File: src/sv/sjf_pkg.sv
// ----------------------------------------------------------------------------
// sjf_pkg
// Shared types and constants of the shortest-job-first batch scheduler.
// ----------------------------------------------------------------------------
package sjf_pkg;

   localparam int MaxJobsDefault = 32;

   localparam int BurstW  = 16;
   localparam int IdW     = 6;
   localparam int WaitW   = 21;
   localparam int TwaitW  = 25;
   localparam int TtatW   = 26;
   localparam int AvgWW   = 28;
   localparam int AvgTW   = 29;

   // controller states
   typedef enum logic [3:0] {
      ST_COLLECT,
      ST_SORT_RD,
      ST_SORT_CMP,
      ST_SORT_WR,
      ST_EMIT_RD,
      ST_EMIT_CALC,
      ST_EMIT_OUT,
      ST_DIV,
      ST_FINAL_OUT
   } state_type;

   // controller to datapath commands
   typedef struct packed {
      logic store_job;    // write incoming job at fill position
      logic clear_batch;  // restart batch state
      logic rd_i;         // read entry i into holding register a
      logic rd_j;         // read entry j into holding register b
      logic cmp_swap;     // write both entries swapped when a > b
      logic init_i;       // i <= 0, j <= 1
      logic step_j;       // j++ or i++ and j <= i+1
      logic init_k;       // k <= 0, sums cleared
      logic rd_k;         // read entry k
      logic calc;         // accumulate sums and latch result
      logic step_k;       // k++ and advance prefix
      logic div_start;    // start average division
   } cmd_type;

   // datapath to controller status
   typedef struct packed {
      logic sort_done;    // no pairs left
      logic pair_last;    // current pair is the last one
      logic k_last;       // entry k is the final job
      logic div_done;     // division finished
      logic swap;         // holding a > holding b
   } stat_type;

endpackage

File: src/sv/sjf_ctrl.sv
// ----------------------------------------------------------------------------
// sjf_ctrl
// Sequencer for collect, exchange sort, result emission and averaging.
// ----------------------------------------------------------------------------
module sjf_ctrl
   import sjf_pkg::*;
(
   input  logic     clock,
   input  logic     reset,
   input  logic     req_valid,
   input  logic     req_last,
   output logic     req_ready,
   output logic     rsp_valid,
   input  logic     rsp_ready,
   output cmd_type  cmd,
   input  stat_type stat
);

   state_type state_ff, state_in;

   always_ff @(posedge clock) begin
      if (reset) begin
         state_ff <= ST_COLLECT;
      end else begin
         state_ff <= state_in;
      end
   end

   // next state
   always_comb begin
      state_in = state_ff;
      unique case (state_ff)
         ST_COLLECT: begin
            if (req_valid && req_last) begin
               state_in = ST_SORT_RD;
            end
         end
         ST_SORT_RD: begin
            state_in = stat.sort_done ? ST_EMIT_RD : ST_SORT_CMP;
         end
         ST_SORT_CMP: begin
            state_in = ST_SORT_WR;
         end
         ST_SORT_WR: begin
            state_in = stat.pair_last ? ST_EMIT_RD : ST_SORT_RD;
         end
         ST_EMIT_RD: begin
            state_in = ST_EMIT_CALC;
         end
         ST_EMIT_CALC: begin
            state_in = stat.k_last ? ST_DIV : ST_EMIT_OUT;
         end
         ST_EMIT_OUT: begin
            if (rsp_ready) begin
               state_in = ST_EMIT_RD;
            end
         end
         ST_DIV: begin
            if (stat.div_done) begin
               state_in = ST_FINAL_OUT;
            end
         end
         ST_FINAL_OUT: begin
            if (rsp_ready) begin
               state_in = ST_COLLECT;
            end
         end
         default: state_in = ST_COLLECT;
      endcase
   end

   // outputs
   always_comb begin
      cmd       = '0;
      req_ready = 1'b0;
      rsp_valid = 1'b0;
      unique case (state_ff)
         ST_COLLECT: begin
            req_ready     = 1'b1;
            cmd.store_job = req_valid;
            cmd.init_i    = 1'b1;
         end
         ST_SORT_RD: begin
            cmd.rd_i   = 1'b1;
            cmd.rd_j   = 1'b1;
            cmd.init_k = 1'b1;
         end
         ST_SORT_CMP: begin
         end
         ST_SORT_WR: begin
            cmd.cmp_swap = stat.swap;
            cmd.step_j   = 1'b1;
         end
         ST_EMIT_RD: begin
            cmd.rd_k = 1'b1;
         end
         ST_EMIT_CALC: begin
            cmd.calc      = 1'b1;
            cmd.div_start = stat.k_last;
         end
         ST_EMIT_OUT: begin
            rsp_valid   = 1'b1;
            cmd.step_k  = rsp_ready;
         end
         ST_DIV: begin
         end
         ST_FINAL_OUT: begin
            rsp_valid       = 1'b1;
            cmd.clear_batch = rsp_ready;
         end
         default: begin
         end
      endcase
   end

endmodule

File: src/sv/sjf_div.sv
// ----------------------------------------------------------------------------
// sjf_div
// Restoring divider, one quotient bit per cycle, for the two averages.
// ----------------------------------------------------------------------------
module sjf_div
   import sjf_pkg::*;
#(
   parameter int NumW = 34,
   parameter int DenW = 7
) (
   input  logic            clock,
   input  logic            reset,
   input  logic            start,
   input  logic [NumW-1:0] num,
   input  logic [DenW-1:0] den,
   output logic [NumW-1:0] quo,
   output logic            done
);

   localparam int CntW = $clog2(NumW + 1);

   logic [NumW-1:0] quo_ff, quo_in;
   logic [DenW:0]   rem_ff, rem_in;
   logic [DenW-1:0] den_ff, den_in;
   logic [CntW-1:0] cnt_ff, cnt_in;
   logic            busy_ff, busy_in;
   logic [DenW:0]   trial;

   always_ff @(posedge clock) begin
      if (reset) begin
         busy_ff <= 1'b0;
         cnt_ff  <= '0;
      end else begin
         busy_ff <= busy_in;
         cnt_ff  <= cnt_in;
      end
      quo_ff <= quo_in;
      rem_ff <= rem_in;
      den_ff <= den_in;
   end

   // one shift-subtract step
   always_comb begin
      quo_in  = quo_ff;
      rem_in  = rem_ff;
      den_in  = den_ff;
      cnt_in  = cnt_ff;
      busy_in = busy_ff;
      trial   = {rem_ff[DenW-1:0], quo_ff[NumW-1]};
      if (start) begin
         quo_in  = num;
         rem_in  = '0;
         den_in  = den;
         cnt_in  = CntW'(NumW);
         busy_in = 1'b1;
      end else if (busy_ff) begin
         if (trial >= {1'b0, den_ff}) begin
            rem_in = trial - {1'b0, den_ff};
            quo_in = {quo_ff[NumW-2:0], 1'b1};
         end else begin
            rem_in = trial;
            quo_in = {quo_ff[NumW-2:0], 1'b0};
         end
         cnt_in = cnt_ff - 1'b1;
         if (cnt_ff == CntW'(1)) begin
            busy_in = 1'b0;
         end
      end
   end

   assign quo  = quo_ff;
   assign done = !busy_ff && !start;

endmodule

File: src/sv/sjf_dpath.sv
// ----------------------------------------------------------------------------
// sjf_dpath
// Job store, sort compare/swap, prefix sums and average dividers.
// ----------------------------------------------------------------------------
module sjf_dpath
   import sjf_pkg::*;
#(
   parameter int MaxJobs = MaxJobsDefault
) (
   input  logic                clock,
   input  logic                reset,
   input  cmd_type             cmd,
   output stat_type            stat,
   input  logic [BurstW-1:0]   req_burst_time,
   output logic [IdW-1:0]      rsp_job_id,
   output logic [BurstW-1:0]   rsp_job_burst,
   output logic [WaitW-1:0]    rsp_wait_time,
   output logic [WaitW-1:0]    rsp_turnaround_time,
   output logic [TwaitW-1:0]   rsp_total_waiting,
   output logic [TtatW-1:0]    rsp_total_turnaround,
   output logic [AvgWW-1:0]    rsp_avg_waiting_q8,
   output logic [AvgTW-1:0]    rsp_avg_turnaround_q8,
   output logic                rsp_final_res
);

   localparam int AW = (MaxJobs > 1) ? $clog2(MaxJobs) : 1;
   localparam int CW = $clog2(MaxJobs + 1);
   localparam int NumWW = TwaitW + 8;
   localparam int NumTW = TtatW + 8;

   // job store: burst and id per entry, two ports
   logic [BurstW+IdW-1:0] mem [MaxJobs];

   logic [CW-1:0] cnt_ff, cnt_in;
   logic [CW-1:0] i_ff, i_in, j_ff, j_in, k_ff, k_in;
   logic [BurstW+IdW-1:0] a_ff, b_ff;
   logic [WaitW-1:0]  prefix_ff, prefix_in;
   logic [TwaitW-1:0] wsum_ff, wsum_in;
   logic [TtatW-1:0]  tsum_ff, tsum_in;
   logic [WaitW-1:0]  tat;
   logic              fin_ff;

   logic [AW-1:0]     wa_addr, wb_addr;
   logic [BurstW+IdW-1:0] wa_data, wb_data;
   logic              wa_en, wb_en;
   logic [NumWW-1:0]  qw;
   logic [NumTW-1:0]  qt;
   logic              dw_done, dt_done;

   // counters
   always_ff @(posedge clock) begin
      if (reset) begin
         cnt_ff    <= '0;
         i_ff      <= '0;
         j_ff      <= '0;
         k_ff      <= '0;
         prefix_ff <= '0;
         wsum_ff   <= '0;
         tsum_ff   <= '0;
      end else begin
         cnt_ff    <= cnt_in;
         i_ff      <= i_in;
         j_ff      <= j_in;
         k_ff      <= k_in;
         prefix_ff <= prefix_in;
         wsum_ff   <= wsum_in;
         tsum_ff   <= tsum_in;
      end
   end

   assign tat = prefix_ff + WaitW'(a_ff[BurstW+IdW-1:IdW]);

   always_comb begin
      cnt_in    = cnt_ff;
      i_in      = i_ff;
      j_in      = j_ff;
      k_in      = k_ff;
      prefix_in = prefix_ff;
      wsum_in   = wsum_ff;
      tsum_in   = tsum_ff;
      if (cmd.store_job && cnt_ff < CW'(MaxJobs)) begin
         cnt_in = cnt_ff + 1'b1;
      end
      if (cmd.init_i) begin
         i_in = '0;
         j_in = CW'(1);
      end
      if (cmd.step_j) begin
         if (j_ff + 1'b1 >= cnt_ff) begin
            i_in = i_ff + 1'b1;
            j_in = i_ff + CW'(2);
         end else begin
            j_in = j_ff + 1'b1;
         end
      end
      if (cmd.init_k) begin
         k_in      = '0;
         prefix_in = '0;
         wsum_in   = '0;
         tsum_in   = '0;
      end
      if (cmd.calc) begin
         wsum_in = wsum_ff + TwaitW'(prefix_ff);
         tsum_in = tsum_ff + TtatW'(tat);
      end
      if (cmd.step_k) begin
         k_in      = k_ff + 1'b1;
         prefix_in = tat;
      end
      if (cmd.clear_batch) begin
         cnt_in    = '0;
         prefix_in = '0;
         wsum_in   = '0;
         tsum_in   = '0;
      end
   end

   // memory write ports
   always_comb begin
      wa_en   = 1'b0;
      wb_en   = 1'b0;
      wa_addr = i_ff[AW-1:0];
      wb_addr = j_ff[AW-1:0];
      wa_data = b_ff;
      wb_data = a_ff;
      if (cmd.store_job) begin
         wa_en   = cnt_ff < CW'(MaxJobs);
         wa_addr = cnt_ff[AW-1:0];
         wa_data = {req_burst_time, IdW'(cnt_ff + 1'b1)};
      end else if (cmd.cmp_swap) begin
         wa_en = 1'b1;
         wb_en = 1'b1;
      end
   end

   always_ff @(posedge clock) begin
      if (wa_en) begin
         mem[wa_addr] <= wa_data;
      end
      if (wb_en) begin
         mem[wb_addr] <= wb_data;
      end
   end

   // registered reads
   always_ff @(posedge clock) begin
      if (cmd.rd_i) begin
         a_ff <= mem[i_ff[AW-1:0]];
      end else if (cmd.rd_k) begin
         a_ff <= mem[k_ff[AW-1:0]];
      end
      if (cmd.rd_j) begin
         b_ff <= mem[j_ff[AW-1:0]];
      end
   end

   // result register
   always_ff @(posedge clock) begin
      if (cmd.calc) begin
         rsp_job_id           <= a_ff[IdW-1:0];
         rsp_job_burst        <= a_ff[BurstW+IdW-1:IdW];
         rsp_wait_time        <= prefix_ff;
         rsp_turnaround_time  <= tat;
         rsp_total_waiting    <= wsum_ff + TwaitW'(prefix_ff);
         rsp_total_turnaround <= tsum_ff + TtatW'(tat);
         fin_ff               <= stat.k_last;
      end
   end

   sjf_div #(.NumW(NumWW), .DenW(CW)) u_div_w (
      .clock (clock),
      .reset (reset),
      .start (cmd.div_start),
      .num   ({wsum_ff + TwaitW'(prefix_ff), 8'h00}),
      .den   (cnt_ff),
      .quo   (qw),
      .done  (dw_done)
   );

   sjf_div #(.NumW(NumTW), .DenW(CW)) u_div_t (
      .clock (clock),
      .reset (reset),
      .start (cmd.div_start),
      .num   ({tsum_ff + TtatW'(tat), 8'h00}),
      .den   (cnt_ff),
      .quo   (qt),
      .done  (dt_done)
   );

   assign rsp_final_res         = fin_ff;
   assign rsp_avg_waiting_q8    = fin_ff ? qw[AvgWW-1:0] : '0;
   assign rsp_avg_turnaround_q8 = fin_ff ? qt[AvgTW-1:0] : '0;

   assign stat.sort_done = (cnt_ff < CW'(2)) || (i_ff + 1'b1 >= cnt_ff);
   assign stat.pair_last = (j_ff + 1'b1 >= cnt_ff) && (i_ff + CW'(2) >= cnt_ff);
   assign stat.k_last    = (k_ff + 1'b1 == cnt_ff);
   assign stat.div_done  = dw_done && dt_done;
   assign stat.swap      = a_ff[BurstW+IdW-1:IdW] > b_ff[BurstW+IdW-1:IdW];

endmodule

File: src/sv/shortest_job_first_schedule.sv
// Sequence: after the closing item, each sort pair (N*(N-1)/2 pairs) is read,
// compared and swapped if needed; then each result is read, summed and sent.
// Throughput: one item per cycle while collecting; one batch at a time.
// Averages are divided before the final result; outputs wait on rsp_ready.
// Reset: synchronous, active high; clears the controller and batch counters.
// ----------------------------------------------------------------------------
// shortest_job_first_schedule
// Batch shortest-job-first scheduler: collect, exchange sort, emit results.
// ----------------------------------------------------------------------------
module shortest_job_first_schedule
   import sjf_pkg::*;
#(
   parameter int MaxJobs = MaxJobsDefault
) (
   input  logic               clock,
   input  logic               reset,
   input  logic               req_valid,
   output logic               req_ready,
   input  logic [BurstW-1:0]  req_burst_time,
   input  logic               req_last,
   output logic               rsp_valid,
   input  logic               rsp_ready,
   output logic [IdW-1:0]     rsp_job_id,
   output logic [BurstW-1:0]  rsp_job_burst,
   output logic [WaitW-1:0]   rsp_wait_time,
   output logic [WaitW-1:0]   rsp_turnaround_time,
   output logic [TwaitW-1:0]  rsp_total_waiting,
   output logic [TtatW-1:0]   rsp_total_turnaround,
   output logic [AvgWW-1:0]   rsp_avg_waiting_q8,
   output logic [AvgTW-1:0]   rsp_avg_turnaround_q8,
   output logic               rsp_final_res
);

   cmd_type  cmd;
   stat_type stat;

   sjf_ctrl u_ctrl (
      .clock     (clock),
      .reset     (reset),
      .req_valid (req_valid),
      .req_last  (req_last),
      .req_ready (req_ready),
      .rsp_valid (rsp_valid),
      .rsp_ready (rsp_ready),
      .cmd       (cmd),
      .stat      (stat)
   );

   sjf_dpath #(.MaxJobs(MaxJobs)) u_dpath (
      .clock                 (clock),
      .reset                 (reset),
      .cmd                   (cmd),
      .stat                  (stat),
      .req_burst_time        (req_burst_time),
      .rsp_job_id            (rsp_job_id),
      .rsp_job_burst         (rsp_job_burst),
      .rsp_wait_time         (rsp_wait_time),
      .rsp_turnaround_time   (rsp_turnaround_time),
      .rsp_total_waiting     (rsp_total_waiting),
      .rsp_total_turnaround  (rsp_total_turnaround),
      .rsp_avg_waiting_q8    (rsp_avg_waiting_q8),
      .rsp_avg_turnaround_q8 (rsp_avg_turnaround_q8),
      .rsp_final_res         (rsp_final_res)
   );

endmodule
File: config.mk
export PLATFORM = sky130hd
export DESIGN_NAME = shortest_job_first_schedule
export DESIGN_NICKNAME = d
export VERILOG_FILES = /design/src/sv/sjf_pkg.sv /design/src/sv/sjf_ctrl.sv /design/src/sv/sjf_div.sv /design/src/sv/sjf_dpath.sv /design/src/sv/shortest_job_first_schedule.sv
export SDC_FILE = /design/constraint.sdc
export NUM_CORES = 2
export LEC_CHECK = 0
export BUFFER_PORTS_ARGS = -buffer_cell sky130_fd_sc_hd__buf_2
export CAP_MARGIN = 40
export CORE_MARGIN = 1
export CORE_UTILIZATION = 44
export CTS_CLUSTER_DIAMETER = 200
export DETAILED_ROUTE_END_ITERATION = 16
export SYNTH_ARGS = -nofsm -noshare
export SYNTH_HDL_FRONTEND = slang
export SYNTH_SLANG_ARGS = --single-unit
File: constraint.sdc
create_clock -name clock -period 10.97 [get_ports clock]
set_input_delay 1.6455 -clock clock [delete_from_list [all_inputs] [get_ports clock]]
set_output_delay 1.6455 -clock clock [all_outputs]
set_load 0.05 [all_outputs]
==> flow_metrics.py <==
metrics = {
    "floorplan": {
        "dieArea_um2": 149000,
        "die_h_um": 386,
        "start_util": 0.445,
        "core_area_um2": 146000,
        "placement_rows": 140,
        "die_w_um": 386,
        "io-pin-count": 196,
    },
    "setup_path": {
        "cp.required_ns": 11.50,
        "crit_chain": "buf_4 > ha_1 > nand2_1 > or3b_2 > a21oi_1 > o31ai_1 > o21ai_0 > nand2_1 > xnor2_1 > ha_1 > a21oi_1 > o21ai_0 > a2111oi_0 > nor2_1 > o21ai_0 > xnor2_1 > a21o_1",
        "start_kind": "flip-flop",
        "critical_path_arrival_ns": 6.43,
        "cpLargestDelayFamily": "compound AO/OA/AOI/OAI gates",
        "crit_top_cell": "o21ai_0",
        "worst-setup-path-type": "flip-flop to flip-flop",
        "crit_fanout": 21,
        "critPathMaxStageDelay_ns": 0.69,
        "crit_buf_inv": 1,
        "cp_slowest_cell": "o21ai_0",
        "endpoint_kind": "flip-flop",
    },
    "sta": {
        "rsz0062_at_grt": "false",
        "finalHoldViolations": 0,
        "max-slew-margin-rel": 0.331,
        "setup_viol": 0,
        "fin_skew_ns": 0.0465,
        "fmax_mhz": 170,
        "max_slew.worst_pin.slew_ns": 1.00,
        "finalMaxSlewViolations": 0,
        "tns_ns": 0,
        "fin_crit_sh": 0.538,
        "period_needed_ns": 5.90,
    },
    "placed_design": {
        "io_buffers": 195,
        "gp_congestion": 0.903,
        "hpwlAfterDp_um": 150000,
    },
    "logic_synthesis": {
        "synth_edf_count": 921,
        "ys_types": 89,
        "async_flop_share": 0,
        "postSynthNetCount": 5064,
        "ys_seq_area_frac": 0.472,
        "synth_area_per_cell_um2": 13.2,
        "netlist_instances": 4921,
        "yosys_warnings": 0,
        "synth-seq-cells": 1068,
        "ys.flop_type": "edfxtp_1",
        "synth.cell_area_um2": 64900,
    },
    "clock_tree": {
        "cts.sinks": 1068,
        "postCtsHoldBufs": 0,
        "cts_buffer_depth": 3,
        "cts_setup_buffers": 0,
        "tritoncts": "yes",
        "clk-insertion-delay-late_ns": 0.78,
        "cts.htree.levels": 3,
        "clk_pin_slew_ns": 0.06,
        "cts_buffers": 118,
        "clockRootBuffer": "clkbuf_16",
        "cts_resized": 0,
    },
    "pwr": {
        "ir_worst_vdd_uv": 162,
        "power_mw": 13.8,
        "p_per_area_nw_per_um2": 189,
        "p_leak_nw": 24.0,
    },
    "grt": {
        "grt_max_degree": 123,
        "gr-total-overflow": 0,
        "antenna_found_initial": 3,
        "grt_first_pass_wirelength_um": 334000,
        "gr-usage-all-layers": 0.316,
        "first_global_vias": 44945,
    },
    "route": {
        "postRouteWirelength_um": 237000,
        "top_layer": "met4",
        "via_per_inst": 6.86,
        "drc": 0,
        "route.met2.wl_um": 103000,
        "m1WireLength_um": 91900,
        "drtAntennaViolNets": 0,
        "wl_per_cell_um": 34.1,
        "initialDrtViolationCount": 6970,
        "firstDrtPassIters": 8,
        "vias": 47749,
        "wl_met3_um": 31700,
    },
    "cells_and_area": {
        "final_cell_mix": "921 x edfxtp_1, 538 x mux4_2, 377 x a21oi_1",
        "area_delta_synth_final_pct": 12.6,
        "drive_gt1_frac": 0.320,
        "final_common_cell": "edfxtp_1",
        "layout.nets": 5087,
    },
    "job": {
        "cap_violations": 0,
    },
    "outcome": {
        "status": "complete, no violations",
    },
    "hold_path": {
        "hold_class": "flip-flop to flip-flop",
    },
}
## sequential cells by signal, indices dropped and copies added (netlist names), 6 cells and up, named ones only
signal                        cells
u_dpath.u_div_w.rem_ff            6
u_dpath.rsp_job_id                6
u_dpath.u_div_t.rem_ff            6
u_dpath.b_ff                     22
u_dpath.rsp_job_burst            16
u_dpath.u_div_t.quo              34
u_dpath.u_div_w.cnt_ff            6
u_dpath.u_div_w.quo              33
u_dpath.rsp_wait_time            21
u_dpath.rsp_total_turnaround     26
u_dpath.rsp_total_waiting        25
u_dpath.i_ff                      6
u_dpath.u_div_t.cnt_ff            6
u_dpath.tsum_ff                  26
u_dpath.k_ff                      6
u_dpath.cnt_ff                    6
u_dpath.prefix_ff                21
u_dpath.j_ff                      6
u_dpath.u_div_w.den_ff            6
u_dpath.mem                     704
u_dpath.a_ff                     22
u_dpath.wsum_ff                  25
u_dpath.rsp_turnaround_time      21
## stage by stage
| stage | worst slack, ns | util | instance area, µm² | cells | hold WS, ns |
|---|---|---|---|---|---|
| 4_1_cts | 5.21 | 0.501 | 73100 | 6961 | 0.469 |
| 5_1_grt | 4.55 | 0.501 | 73100 | 6961 | 0.496 |
| 2_1_floorplan | 5.90 | - | 64900 | 4921 | 0.403 |
| 3_3_place_gp | 5.21 | 0.468 | 68300 | 6701 | 0.443 |
| 6_report | 5.07 | 0.501 | 73100 | 6963 | 0.465 |
| 3_5_place_dp | 5.22 | 0.473 | 69100 | 6741 | 0.455 |
## path summary, 6_finish.rpt
kind	to	slack (ns)	depth (start not counted)	startpoint
worst max-delay path	u_dpath.u_div_t.quo[30]$_DFFE_PN_	5.07	17	u_dpath.a_ff[10]$_DFFE_PP_
worst min-delay path	u_dpath.tsum_ff[11]$_SDFFE_PP0P_	0.47	2	u_dpath.tsum_ff[11]$_SDFFE_PP0P_
worst max register to register	u_dpath.u_div_t.quo[30]$_DFFE_PN_	5.07	17	u_dpath.a_ff[10]$_DFFE_PP_
worst min register to register	u_dpath.tsum_ff[11]$_SDFFE_PP0P_	0.47	2	u_dpath.tsum_ff[11]$_SDFFE_PP0P_
## layer usage
metal  global-route usage  vias to the layer above
li1                     -                    19510
met1                0.443                    24344
met2                0.464                     3338
met3               0.0875                      557
met4                0.121                        0
met5                    0                        -
## cells by family (layout without fill, tap and decap cells)
group                    Yosys count  count (layout)  share of synthesized area
multiplexers                    1181            1181                      0.295
flip-flops                      1068            1068                      0.472
AO/OA/AOI/OAI                    964             964                     0.0928
AND/OR/NAND/NOR                  914             914                     0.0654
buffers and inverters            567             690                     0.0369
adder cells (fa/ha/maj)          122             122                     0.0241
XOR/XNOR                         105             105                     0.0142
other                              0               2                          0
## where the power goes
part	internal [mW]	switching, mW
clock	2.42	1.77
sequential	5.04	0.273
combinational	1.67	2.62
total	9.13	4.65
## final cells by class
cell class	count	area [µm²]
Antenna cell	2	5.00
Clock buffer	151	3180
Clock inverter	69	807
Fill cell	12494	72800
Inverter	78	298
Multi-Input combinational cell	3286	32700
Sequential cell	1068	30600
Tap cell	1917	2400
Timing Repair Buffer	392	3000
## cells in the mapped netlist, types with 35 or more instances
cell | n | area [µm²]
a21o_1 | 40 | 300
a21oi_1 | 377 | 1890
a22oi_1 | 134 | 1010
and2_1 | 63 | 394
buf_1 | 44 | 165
buf_2 | 120 | 601
clkbuf_1 | 299 | 1120
dfxtp_1 | 147 | 2940
edfxtp_1 | 921 | 27700
ha_1 | 117 | 1460
inv_1 | 73 | 274
mux2_1 | 92 | 1040
mux2_2 | 374 | 4210
mux2i_1 | 177 | 1770
mux4_2 | 538 | 12100
nand2_1 | 197 | 739
nand3_1 | 98 | 490
nand4_1 | 35 | 219
nor2_1 | 377 | 1420
o21ai_0 | 163 | 816
o22ai_1 | 45 | 282
xnor2_1 | 64 | 561
xor2_1 | 41 | 359
## tightest hold or removal path, stage by stage, from the launching register on
cell,delay (ns)
dfxtp_1,0.33
nand2_1,0.05
o21ai_0,0.06
Power figures use the tool's default switching activity.
